File: src/hw/rtl/lfuct_pkg.sv
package lfuct_pkg;

   localparam int TABLE_DEPTH_DEFAULT = 16;
   localparam int KEY_W = 32;
   localparam int VALUE_W = 32;
   localparam int COUNT_W = 16;
   localparam int CAP_W = 5;

   localparam logic [CAP_W-1:0] CAP_RESET = 5'd16;

   localparam logic KIND_GET = 1'b0;
   localparam logic KIND_PUT = 1'b1;

   typedef struct packed {
      logic                      kind;
      logic signed [KEY_W-1:0]   key;
      logic signed [VALUE_W-1:0] value;
   } req_type;

   typedef struct packed {
      logic                      hit;
      logic signed [VALUE_W-1:0] read_value;
   } rsp_type;

endpackage

File: src/hw/rtl/lfu_cache_table_unit.sv
// lfu cache table, one request at a time, entries swept through one ram port
// result: strobe is registered out of the decide step that follows the scan pass
// passes: a get miss or a put at zero capacity takes the scan pass only; a get hit
// or a put at nonzero capacity adds a rank update pass
// reset: synchronous, clears valid marks, sequencer and capacity (16); results never stall
module lfu_cache_table_unit #(
   parameter int TABLE_DEPTH = lfuct_pkg::TABLE_DEPTH_DEFAULT
) (
   input  logic                              clock,
   input  logic                              reset,
   input  logic                              start,
   output logic                              busy,
   input  lfuct_pkg::req_type                req_data,
   output logic                              rsp_strobe,
   output lfuct_pkg::rsp_type                rsp_data,
   input  logic                              csr_valid,
   output logic                              csr_ready,
   input  logic [lfuct_pkg::CAP_W-1:0]       csr_data
);

   localparam int IW = (TABLE_DEPTH > 1) ? $clog2(TABLE_DEPTH) : 1;
   localparam int RW = IW;
   localparam int CW = $clog2(TABLE_DEPTH + 1);
   localparam int CMPW = (CW > lfuct_pkg::CAP_W) ? CW : lfuct_pkg::CAP_W;
   localparam int KW = lfuct_pkg::KEY_W;
   localparam int VW = lfuct_pkg::VALUE_W;
   localparam int NW = lfuct_pkg::COUNT_W;

   typedef struct packed {
      logic signed [KW-1:0] key;
      logic signed [VW-1:0] value;
      logic [NW-1:0]        count;
      logic [RW-1:0]        rank;
   } entry_type;

   typedef enum logic [1:0] {
      S_IDLE,
      S_SCAN,
      S_DECIDE,
      S_UPDATE
   } state_type;

   state_type          state_ff, state_in;
   logic [CW-1:0]      cnt_ff, cnt_in;
   logic               rd_vld_ff, rd_vld_in;
   logic [IW-1:0]      rd_idx_ff, rd_idx_in;
   lfuct_pkg::req_type req_ff, req_in;
   logic               found_ff, found_in;
   logic [IW-1:0]      slot_ff, slot_in;
   logic [RW-1:0]      slot_rank_ff, slot_rank_in;
   logic [NW-1:0]      slot_count_ff, slot_count_in;
   logic [VW-1:0]      slot_value_ff, slot_value_in;
   logic [CW-1:0]      fill_ff, fill_in;
   logic               free_found_ff, free_found_in;
   logic [IW-1:0]      free_idx_ff, free_idx_in;
   logic               vic_found_ff, vic_found_in;
   logic [IW-1:0]      vic_idx_ff, vic_idx_in;
   logic [RW-1:0]      vic_rank_ff, vic_rank_in;
   logic [NW-1:0]      vic_count_ff, vic_count_in;
   logic               upd_touch_ff, upd_touch_in;
   logic               upd_insert_ff, upd_insert_in;
   logic               upd_evict_ff, upd_evict_in;
   logic [IW-1:0]      tgt_idx_ff, tgt_idx_in;
   logic [TABLE_DEPTH-1:0] valid_ff, valid_in;
   logic [lfuct_pkg::CAP_W-1:0] cap_ff, cap_in;
   logic               rsp_strobe_ff, rsp_strobe_in;
   lfuct_pkg::rsp_type rsp_ff, rsp_in;

   logic               mem_we;
   logic [IW-1:0]      mem_wr_addr;
   entry_type          mem_wr_data;
   entry_type          mem_rd_data;

   logic               ent_valid;
   logic               is_put;
   logic               cap_nz;
   logic               fill_ge_cap;
   logic               do_touch;
   logic               do_insert;
   logic               do_evict;
   logic [IW-1:0]      ins_idx;

   lfuct_entry_ram #(
      .DEPTH  (TABLE_DEPTH),
      .ADDR_W (IW),
      .DATA_W ($bits(entry_type))
   ) u_ram (
      .clock   (clock),
      .wr_en   (mem_we),
      .wr_addr (mem_wr_addr),
      .wr_data (mem_wr_data),
      .rd_addr (cnt_ff[IW-1:0]),
      .rd_data (mem_rd_data)
   );

   assign ent_valid = valid_ff[rd_idx_ff];
   assign is_put = (req_ff.kind == lfuct_pkg::KIND_PUT);
   assign cap_nz = (cap_ff != '0);
   assign fill_ge_cap = (CMPW'(fill_ff) >= CMPW'(cap_ff)) || (fill_ff == CW'(TABLE_DEPTH));
   assign do_touch = found_ff && (!is_put || cap_nz);
   assign do_insert = !found_ff && is_put && cap_nz;
   assign do_evict = do_insert && fill_ge_cap;
   assign ins_idx = (do_evict && !(free_found_ff && (free_idx_ff < vic_idx_ff))) ?
                    vic_idx_ff : free_idx_ff;

   always_comb begin
      state_in      = state_ff;
      cnt_in        = cnt_ff;
      rd_vld_in     = 1'b0;
      rd_idx_in     = cnt_ff[IW-1:0];
      req_in        = req_ff;
      found_in      = found_ff;
      slot_in       = slot_ff;
      slot_rank_in  = slot_rank_ff;
      slot_count_in = slot_count_ff;
      slot_value_in = slot_value_ff;
      fill_in       = fill_ff;
      free_found_in = free_found_ff;
      free_idx_in   = free_idx_ff;
      vic_found_in  = vic_found_ff;
      vic_idx_in    = vic_idx_ff;
      vic_rank_in   = vic_rank_ff;
      vic_count_in  = vic_count_ff;
      upd_touch_in  = upd_touch_ff;
      upd_insert_in = upd_insert_ff;
      upd_evict_in  = upd_evict_ff;
      tgt_idx_in    = tgt_idx_ff;
      valid_in      = valid_ff;
      cap_in        = cap_ff;
      rsp_strobe_in = 1'b0;
      rsp_in        = rsp_ff;
      mem_we        = 1'b0;
      mem_wr_addr   = rd_idx_ff;
      mem_wr_data   = mem_rd_data;

      if (csr_valid) begin
         cap_in = csr_data;
      end

      case (state_ff)
         S_IDLE: begin
            if (start) begin
               req_in        = req_data;
               found_in      = 1'b0;
               fill_in       = '0;
               free_found_in = 1'b0;
               vic_found_in  = 1'b0;
               cnt_in        = '0;
               state_in      = S_SCAN;
            end
         end
         S_SCAN: begin
            if (cnt_ff != CW'(TABLE_DEPTH)) begin
               rd_vld_in = 1'b1;
               cnt_in    = cnt_ff + CW'(1);
            end else begin
               state_in = S_DECIDE;
            end
            if (rd_vld_ff) begin
               fill_in = fill_ff + CW'(ent_valid);
               if (ent_valid && (mem_rd_data.key == req_ff.key) && !found_ff) begin
                  found_in      = 1'b1;
                  slot_in       = rd_idx_ff;
                  slot_rank_in  = mem_rd_data.rank;
                  slot_count_in = mem_rd_data.count;
                  slot_value_in = mem_rd_data.value;
               end
               if (!ent_valid && !free_found_ff) begin
                  free_found_in = 1'b1;
                  free_idx_in   = rd_idx_ff;
               end
               if (ent_valid && (!vic_found_ff || (mem_rd_data.count < vic_count_ff) ||
                   ((mem_rd_data.count == vic_count_ff) &&
                    (mem_rd_data.rank > vic_rank_ff)))) begin
                  vic_found_in = 1'b1;
                  vic_idx_in   = rd_idx_ff;
                  vic_rank_in  = mem_rd_data.rank;
                  vic_count_in = mem_rd_data.count;
               end
            end
         end
         S_DECIDE: begin
            rsp_strobe_in     = 1'b1;
            rsp_in.hit        = found_ff;
            rsp_in.read_value = (!is_put && found_ff) ? slot_value_ff : '1;
            upd_touch_in      = do_touch;
            upd_insert_in     = do_insert;
            upd_evict_in      = do_evict;
            tgt_idx_in        = do_touch ? slot_ff : ins_idx;
            if (do_evict) begin
               valid_in[vic_idx_ff] = 1'b0;
            end
            if (do_insert) begin
               valid_in[ins_idx] = 1'b1;
            end
            cnt_in   = '0;
            state_in = (do_touch || do_insert) ? S_UPDATE : S_IDLE;
         end
         S_UPDATE: begin
            if (cnt_ff != CW'(TABLE_DEPTH)) begin
               rd_vld_in = 1'b1;
               cnt_in    = cnt_ff + CW'(1);
            end else begin
               state_in = S_IDLE;
            end
            if (rd_vld_ff) begin
               if (rd_idx_ff == tgt_idx_ff) begin
                  mem_we            = 1'b1;
                  mem_wr_data.key   = req_ff.key;
                  mem_wr_data.value = (upd_insert_ff || is_put) ? req_ff.value : slot_value_ff;
                  mem_wr_data.rank  = '0;
                  if (upd_insert_ff) begin
                     mem_wr_data.count = NW'(1);
                  end else if (slot_count_ff == '1) begin
                     mem_wr_data.count = slot_count_ff;
                  end else begin
                     mem_wr_data.count = slot_count_ff + NW'(1);
                  end
               end else if (ent_valid) begin
                  mem_we = 1'b1;
                  if (upd_touch_ff) begin
                     if (mem_rd_data.rank < slot_rank_ff) begin
                        mem_wr_data.rank = mem_rd_data.rank + RW'(1);
                     end
                  end else if (!(upd_evict_ff && (mem_rd_data.rank > vic_rank_ff))) begin
                     mem_wr_data.rank = mem_rd_data.rank + RW'(1);
                  end
               end
            end
         end
         default: begin
            state_in = S_IDLE;
         end
      endcase
   end

   always_ff @(posedge clock) begin
      cnt_ff        <= cnt_in;
      rd_idx_ff     <= rd_idx_in;
      req_ff        <= req_in;
      found_ff      <= found_in;
      slot_ff       <= slot_in;
      slot_rank_ff  <= slot_rank_in;
      slot_count_ff <= slot_count_in;
      slot_value_ff <= slot_value_in;
      fill_ff       <= fill_in;
      free_found_ff <= free_found_in;
      free_idx_ff   <= free_idx_in;
      vic_found_ff  <= vic_found_in;
      vic_idx_ff    <= vic_idx_in;
      vic_rank_ff   <= vic_rank_in;
      vic_count_ff  <= vic_count_in;
      upd_touch_ff  <= upd_touch_in;
      upd_insert_ff <= upd_insert_in;
      upd_evict_ff  <= upd_evict_in;
      tgt_idx_ff    <= tgt_idx_in;
      rsp_ff        <= rsp_in;
      if (reset) begin
         state_ff      <= S_IDLE;
         rd_vld_ff     <= 1'b0;
         valid_ff      <= '0;
         cap_ff        <= lfuct_pkg::CAP_RESET;
         rsp_strobe_ff <= 1'b0;
      end else begin
         state_ff      <= state_in;
         rd_vld_ff     <= rd_vld_in;
         valid_ff      <= valid_in;
         cap_ff        <= cap_in;
         rsp_strobe_ff <= rsp_strobe_in;
      end
   end

   assign busy       = (state_ff != S_IDLE);
   assign csr_ready  = 1'b1;
   assign rsp_strobe = rsp_strobe_ff;
   assign rsp_data   = rsp_ff;

   // one result beat per request, only right after the decision step
   a_rsp_after_decide: assert property (@(posedge clock) disable iff (reset)
      rsp_strobe |-> $past(state_ff == S_DECIDE))
      else $error("result beat without a decision step");

   a_rsp_single: assert property (@(posedge clock) disable iff (reset)
      rsp_strobe |=> !rsp_strobe)
      else $error("result beat longer than one cycle");

   a_start_busy: assert property (@(posedge clock) disable iff (reset)
      (start && !busy) |=> (state_ff == S_SCAN))
      else $error("accepted request did not start a scan");

   a_update_needed: assert property (@(posedge clock) disable iff (reset)
      (state_ff == S_UPDATE) |-> (upd_touch_ff || upd_insert_ff))
      else $error("update pass without a hit or insert");

   a_miss_value: assert property (@(posedge clock) disable iff (reset)
      (rsp_strobe && !rsp_data.hit) |-> (rsp_data.read_value == '1))
      else $error("miss returned a value other than minus one");

endmodule

File: src/hw/rtl/lfuct_entry_ram.sv
module lfuct_entry_ram #(
   parameter int DEPTH  = lfuct_pkg::TABLE_DEPTH_DEFAULT,
   parameter int ADDR_W = 4,
   parameter int DATA_W = 84
) (
   input  logic              clock,
   input  logic              wr_en,
   input  logic [ADDR_W-1:0] wr_addr,
   input  logic [DATA_W-1:0] wr_data,
   input  logic [ADDR_W-1:0] rd_addr,
   output logic [DATA_W-1:0] rd_data
);

   logic [DATA_W-1:0] mem [DEPTH];
   logic [DATA_W-1:0] rd_data_ff;

   always_ff @(posedge clock) begin
      if (wr_en) begin
         mem[wr_addr] <= wr_data;
      end
      rd_data_ff <= mem[rd_addr];
   end

   assign rd_data = rd_data_ff;

endmodule

File: config.mk
export PLATFORM = sky130hd
export DESIGN_NAME = lfu_cache_table_unit
export DESIGN_NICKNAME = d
export VERILOG_FILES = /design/src/hw/rtl/lfuct_pkg.sv /design/src/hw/rtl/lfu_cache_table_unit.sv /design/src/hw/rtl/lfuct_entry_ram.sv
export SDC_FILE = /design/constraint.sdc
export NUM_CORES = 2
export LEC_CHECK = 0
export ABC_AREA = 1
export BUFFER_PORTS_ARGS = -buffer_cell sky130_fd_sc_hd__buf_2
export CAP_MARGIN = 30
export CORE_MARGIN = 1.5
export CORE_UTILIZATION = 56
export DETAILED_ROUTE_END_ITERATION = 8
export PLACE_DENSITY = 0.79
export SLEW_MARGIN = 25
export SYNTH_ARGS = -nofsm -noshare
export SYNTH_HDL_FRONTEND = slang
export SYNTH_SLANG_ARGS = --single-unit
File: constraint.sdc
create_clock -name clock -period 5 [get_ports clock]
set_input_delay 1.5 -clock clock [delete_from_list [all_inputs] [get_ports clock]]
set_output_delay 1.5 -clock clock [all_outputs]
set_load 0.005 [all_outputs]
-- After elaboration in Yosys (flattened, before gate mapping)
Memories as Yosys holds them, arrays and structs flattened. A register that Yosys moved wholly into a read port is not among the register bits.
Index checks and enable logic that the tools add are counted.
- bits in registers: 231
- memory bits (writable): 1344
- input port bits: 74
- output and inout bits: 36
- word-level logic and storage cells: 157
- memories: 1
- memory list (memory ; depth ; bits a word ; read ports ; clocked after Yosys merged registers in ; wr ports ; RTL line ; RTL):
    u_ram.mem ; 16 ; 84 ; 1 ; 1 ; 1 ; lfuct_entry_ram.sv:14 ; logic [DATA_W-1:0] mem [DEPTH];
- add/sub/neg operators: 4
- order comparisons: 10
- equal/unequal tests: 17
- multiplexer cells: 50
- bitwise operators: 4
- reduce and logical (&&, ||, !) cells: 43
- operators with widths (cell ; count):
    $mux W84 ; 2
    $mux W16 ; 5
    $mux W80 ; 1
    $eq A32 B32 Y1 ; 1
    $mux W32 ; 1
    $mux W4 ; 7
    $mux W1 ; 18
    $add A16 B1 Y16 const B ; 1
    $and A16 B16 Y16 ; 1
    $eq A16 B16 Y1 ; 1
    $eq A16 B16 Y1 const B ; 1
    $lt A16 B16 Y1 ; 1
    $not A16 Y16 ; 1
    $or A16 B16 Y16 ; 1
    $logic_and A1 B1 Y1 ; 15
    $lt A4 B5 Y1 const B ; 3
    $mux W5 ; 3
    $pmux W5 S3 ; 1
    $reduce_and A3 Y1 ; 5
    $ne A2 B2 Y1 const B ; 7
    $reduce_and A4 Y1 ; 3
    $pmux W5 S2 ; 1
    $demux W1 S4 ; 2
    $ge A4 B1 Y1 const B ; 2
    other kinds (24) ; 44

-- Logic depth before layout (Yosys ltp)
- depth after elaboration: 12
- gate-level depth with buffers: 16
- depth with buffers taken out: 16

-- Cells and area by module
From an unflattened synthesis, not the netlist that was laid out.
- cells, all modules: 6663
- area, all modules: 70186.1 µm²
- by module, submodules not included (module ; times used ; cells an instance ; area each (µm²) ; seq. area each (µm²)):
    lfuct_entry_ram ; 1 ; 5517 ; 58987.8 ; 42040.3
    lfu_cache_table_unit ; 1 ; 1146 ; 11198.2 ; 6646.4

-- Worst setup path before layout
No wires, ideal clock.
- path type: register -> register
- start point: register rd_idx_ff[1] (netlist: mem_wr_addr[1])
- end point: memory u_ram.mem[12][0] (enable)
- library setup time: 527 ps
- arrival: 4824 ps
- slack: -351 ps
- cell stages (with the launch flop): 11
- period minus slack after synthesis: 5351 ps
- cells stage by stage: dfxtp_1 buf_4 xor2_1 nor2_1 nand2_2 nor2_4 inv_2 buf_6 nand2_4 nand2_2 nor2_1
- longest elaborated chain between the ends: 8
- elaborated cells between the ends (all ways): 9
- those cells by class: eq/ne: 1; mux: 8
- ends and longest elaborated chain (element ; RTL line ; RTL):
    start, declared ; lfu_cache_table_unit.sv:46 ; logic [IW-1:0] rd_idx_ff, rd_idx_in;
    start signal, assigned ; lfu_cache_table_unit.sv:239 ; rd_idx_ff <= rd_idx_in;
    $bmux W1 S4 ; lfu_cache_table_unit.sv:96 ; assign ent_valid = valid_ff[rd_idx_ff];
    $mux W1 (not written as such) ; lfu_cache_table_unit.sv:96 ;
    $mux W1 ; lfu_cache_table_unit.sv:219 ; end else if (ent_valid) begin
    $mux W1 ; lfu_cache_table_unit.sv:207 ; if (rd_idx_ff == tgt_idx_ff) begin
    $mux W1 ; lfu_cache_table_unit.sv:206 ; if (rd_vld_ff) begin
    $mux W1 ; lfu_cache_table_unit.sv:140 ; case (state_ff)
    $mux W1 ; lfuct_entry_ram.sv:18 ; if (wr_en) begin
    $mux W1 (not written as such) ; lfuct_entry_ram.sv:19 ; mem[wr_addr] <= wr_data;
    end, declared ; lfuct_entry_ram.sv:14 ;
Several ways; a longest one is shown, not always the timed one. The select of a mux whose other input is x is not followed.

==> flow_summary_export.csv <==
group,metric,value,unit
routing,vias,41995,
cts,clk_pin_slew,0.06,ns
die,start_util,56.5,%
logic_synthesis,synthCells,5047,
die,die_h,342,um
sta,setup_viol,0,
routing,totalWireLength,158000,um
pwr,p_per_area,454,nW/um2
logic_synthesis,async_flop_share,0,%
routing,first_pass_iters,6,
sta,period_minus_slack,3.25,ns
critical_path,worst_ep_arrival_time,3.72,ns
critical_path,cp_max_fo,50,
global_route,grt_pass1_vias,40188,
run,max-cap-violations,0,
die,die-width,342,um
cts,hold_buffers,0,
critical_path,worstPathRequired,5.46,ns
global_route,antenna_found_initial,2,
logic_synthesis,synth-edff-count,1546,
routing,drtAntennaViolNets,0,
cts,cts_made_buffers,158,
finish,syn_to_final_growth,12.0,%
routing,drtIter0Drc,5880,
die,die-area,117000,um2
die,core,114000,um2
finish,fin_util,63.2,%
logic_synthesis,yosysTopAreaCell,"edfxtp_1",
global_route,track_usage,26.6,%
finish,drive_above_1_share,10.3,%
global_route,grt_pass1_wl,237000,um
logic_synthesis,yosysTopAreaCellShare,72.0,%
placed_design,portBuffers,108,
routing,drc,0,
logic_synthesis,synthFlopType,"edfxtp_1",
sta,drv_slew,0,
logic_synthesis,ys_ff_latch,1659,
cts,htree_num_levels,4,
sta,finalClockSkew,0.0361,ns
sta,whs,0.429,ns
run_status,status,"finished clean",
sta,final_hold_viol_count,0,
cts,cts_tree,"done",
finish,antenna_cells,0,
global_route,overflow,0,
routing,routed_via_density,6.18,
placed_design,globalplace.congestion,0.897,
cts,postCtsSetupBuffers,0,
sta,rsz0062_at_grt,"false",
sta,finalSetupTns,0,ns
logic_synthesis,synth_cell_types,47,
global_route,grt_max_degree,237,
sta,fmax,0.307,GHz
cts,cts_buffer_depth,3,
cts,insertion_delay,0.79,ns
cts,cts-resized-gates,0,
sta,tightest_slew,1.04,ns
routing,top_layer,"met4",
logic_synthesis,synth_area_leaders,"edfxtp_1, o21ai_0, nor2_1",
routing,drt-met1-wl,59500,um
routing,wl_met3,16700,um
cts,ctsRootBufferMaster,"clkbuf_16",
critical_path,crit_path_start_kind,"register",
logic_synthesis,yosysSeqAreaShare,75.5,%
cts,clock-sinks,1659,
critical_path,path_class,"register to register",
finish,layout_common_cells,"edfxtp_1, nor2_1, o21ai_0, nand2_1, o22ai_1",
routing,met2_length,75900,um
routing,avgRoutedWirePerCell,23.2,um
sta,relSlewSlack,30.8,%
logic_synthesis,yosysWarnings,0,
min_path,holdCritPathClass,"register to register",
pwr,vdd_drop_max,408,uV
logic_synthesis,synth_area,64500,um2
finish,layout_commonest_cell,"edfxtp_1",
sta,fin_crit_sh,65.1,%
finish,finalNetCount,5258,
die,placementRows,124,
logic_synthesis,syn-num-nets,5158,
logic_synthesis,syn_avg_cell_area,12.8,um2
critical_path,cp-end-kind,"register",
placed_design,dpl.hpwl,76600,um
pwr,p_leak,24.5,nW
die,io_pins,110,
per-layer routing:
layer / vias to the layer above / global-route usage [%]
li1: 18549 / -
met1: 20416 / 36.1
met2: 2610 / 42.8
met3: 420 / 4.66
met4: 0 / 11.2
met5: - / 0
cell usage after synthesis, types with 2 or more instances:
library cell	n
a21oi_1	43
buf_1	9
buf_2	46
buf_4	12
buf_6	2
clkbuf_1	220
dfxtp_1	113
edfxtp_1	1546
ha_1	37
inv_1	161
inv_2	15
nand2_1	661
nand2_2	11
nand3_1	33
nand3_2	2
nand4_1	105
nor2_1	785
nor2_2	7
nor2_4	3
nor3_1	18
nor3_2	3
nor3b_1	2
nor4_1	2
o21ai_0	752
o21ai_1	62
o22ai_1	340
o31ai_1	4
or2_2	10
xnor2_1	5
xor2_1	21
power by group:
group          internal [W]  switching, W  total, W
clock network       0.00651       0.00514    0.0117
logic               0.00115       0.00314   0.00429
registers            0.0165      0.000299    0.0168
total                0.0242       0.00857    0.0328
sequential cells by signal, indices dropped and copies added (netlist names), 5 cells and up:
| register | count |
|---|---|
| u_ram.mem | 1344 |
| u_ram.rd_data | 84 |
| req_ff | 64 |
| rsp_data | 33 |
| slot_value_ff | 32 |
| slot_count_ff | 16 |
| valid_ff | 16 |
| vic_count_ff | 16 |
| cap_ff | 5 |
| cnt_ff | 5 |
| fill_ff | 5 |
cells by family after synthesis:
| group | share of synthesized area [%] |
|---|---|
| other | 0.00582 |
| and+or+nand+nor | 10.4 |
| adders and majority gates | 0.718 |
| AOI/OAI and AO/OA | 10.1 |
| DFF | 75.5 |
| xor gates and xnor gates | 0.353 |
| buffers and inverters | 2.90 |
path summary, 6_finish.rpt:
check                            start                     endpoint  slack, ns  depth (start not counted)
max             mem_wr_addr[0]$_DFF_P_  u_ram.mem[10][16]$_DFFE_PP_       1.75                          9
min          u_ram.rd_data[44]$_DFF_P_  slot_value_ff[24]$_DFFE_PP_       0.43                          0
max reg2reg     mem_wr_addr[0]$_DFF_P_  u_ram.mem[10][16]$_DFFE_PP_       1.75                          9
min reg2reg  u_ram.rd_data[44]$_DFF_P_  slot_value_ff[24]$_DFFE_PP_       0.43                          0
final cells by class:
| type | count | area, um2 |
|---|---|---|
| clock buffer | 212 | 4290 |
| clock inverter | 81 | 791 |
| fill | 7882 | 42000 |
| inverter | 177 | 684 |
| multi-input combinational | 2922 | 14100 |
| sequential | 1659 | 48700 |
| tap | 1512 | 1890 |
| timing repair buffer | 229 | 1730 |
worst max-delay path, cell delays in order, from the launching register on:
cell and delay (ns):
dfxtp_1 0.65, xor2_1 0.13, nor2_1 0.14, nand2_2 0.11
nor2_4 0.14, buf_4 0.49, nand2_1 0.31, inv_2 0.21
o31ai_1 0.10, o21ai_1 0.66
stage by stage:
| stage | area [um2] | power (W) | std cells | worst slack, ns |
|---|---|---|---|---|
| 2_1_floorplan | 64500 | 0.0197 | 5047 | -0.351 |
| 3_3_place_gp | 66900 | 0.0210 | 6472 | 1.78 |
| 3_5_place_dp | 66900 | 0.0212 | 6473 | 1.71 |
| 4_1_cts | 72000 | 0.0327 | 6766 | 1.63 |
| 5_1_grt | 72200 | 0.0338 | 6792 | 1.41 |
| 6_report | 72200 | 0.0328 | 6792 | 1.75 |
(Power assumes the default switching activity.)
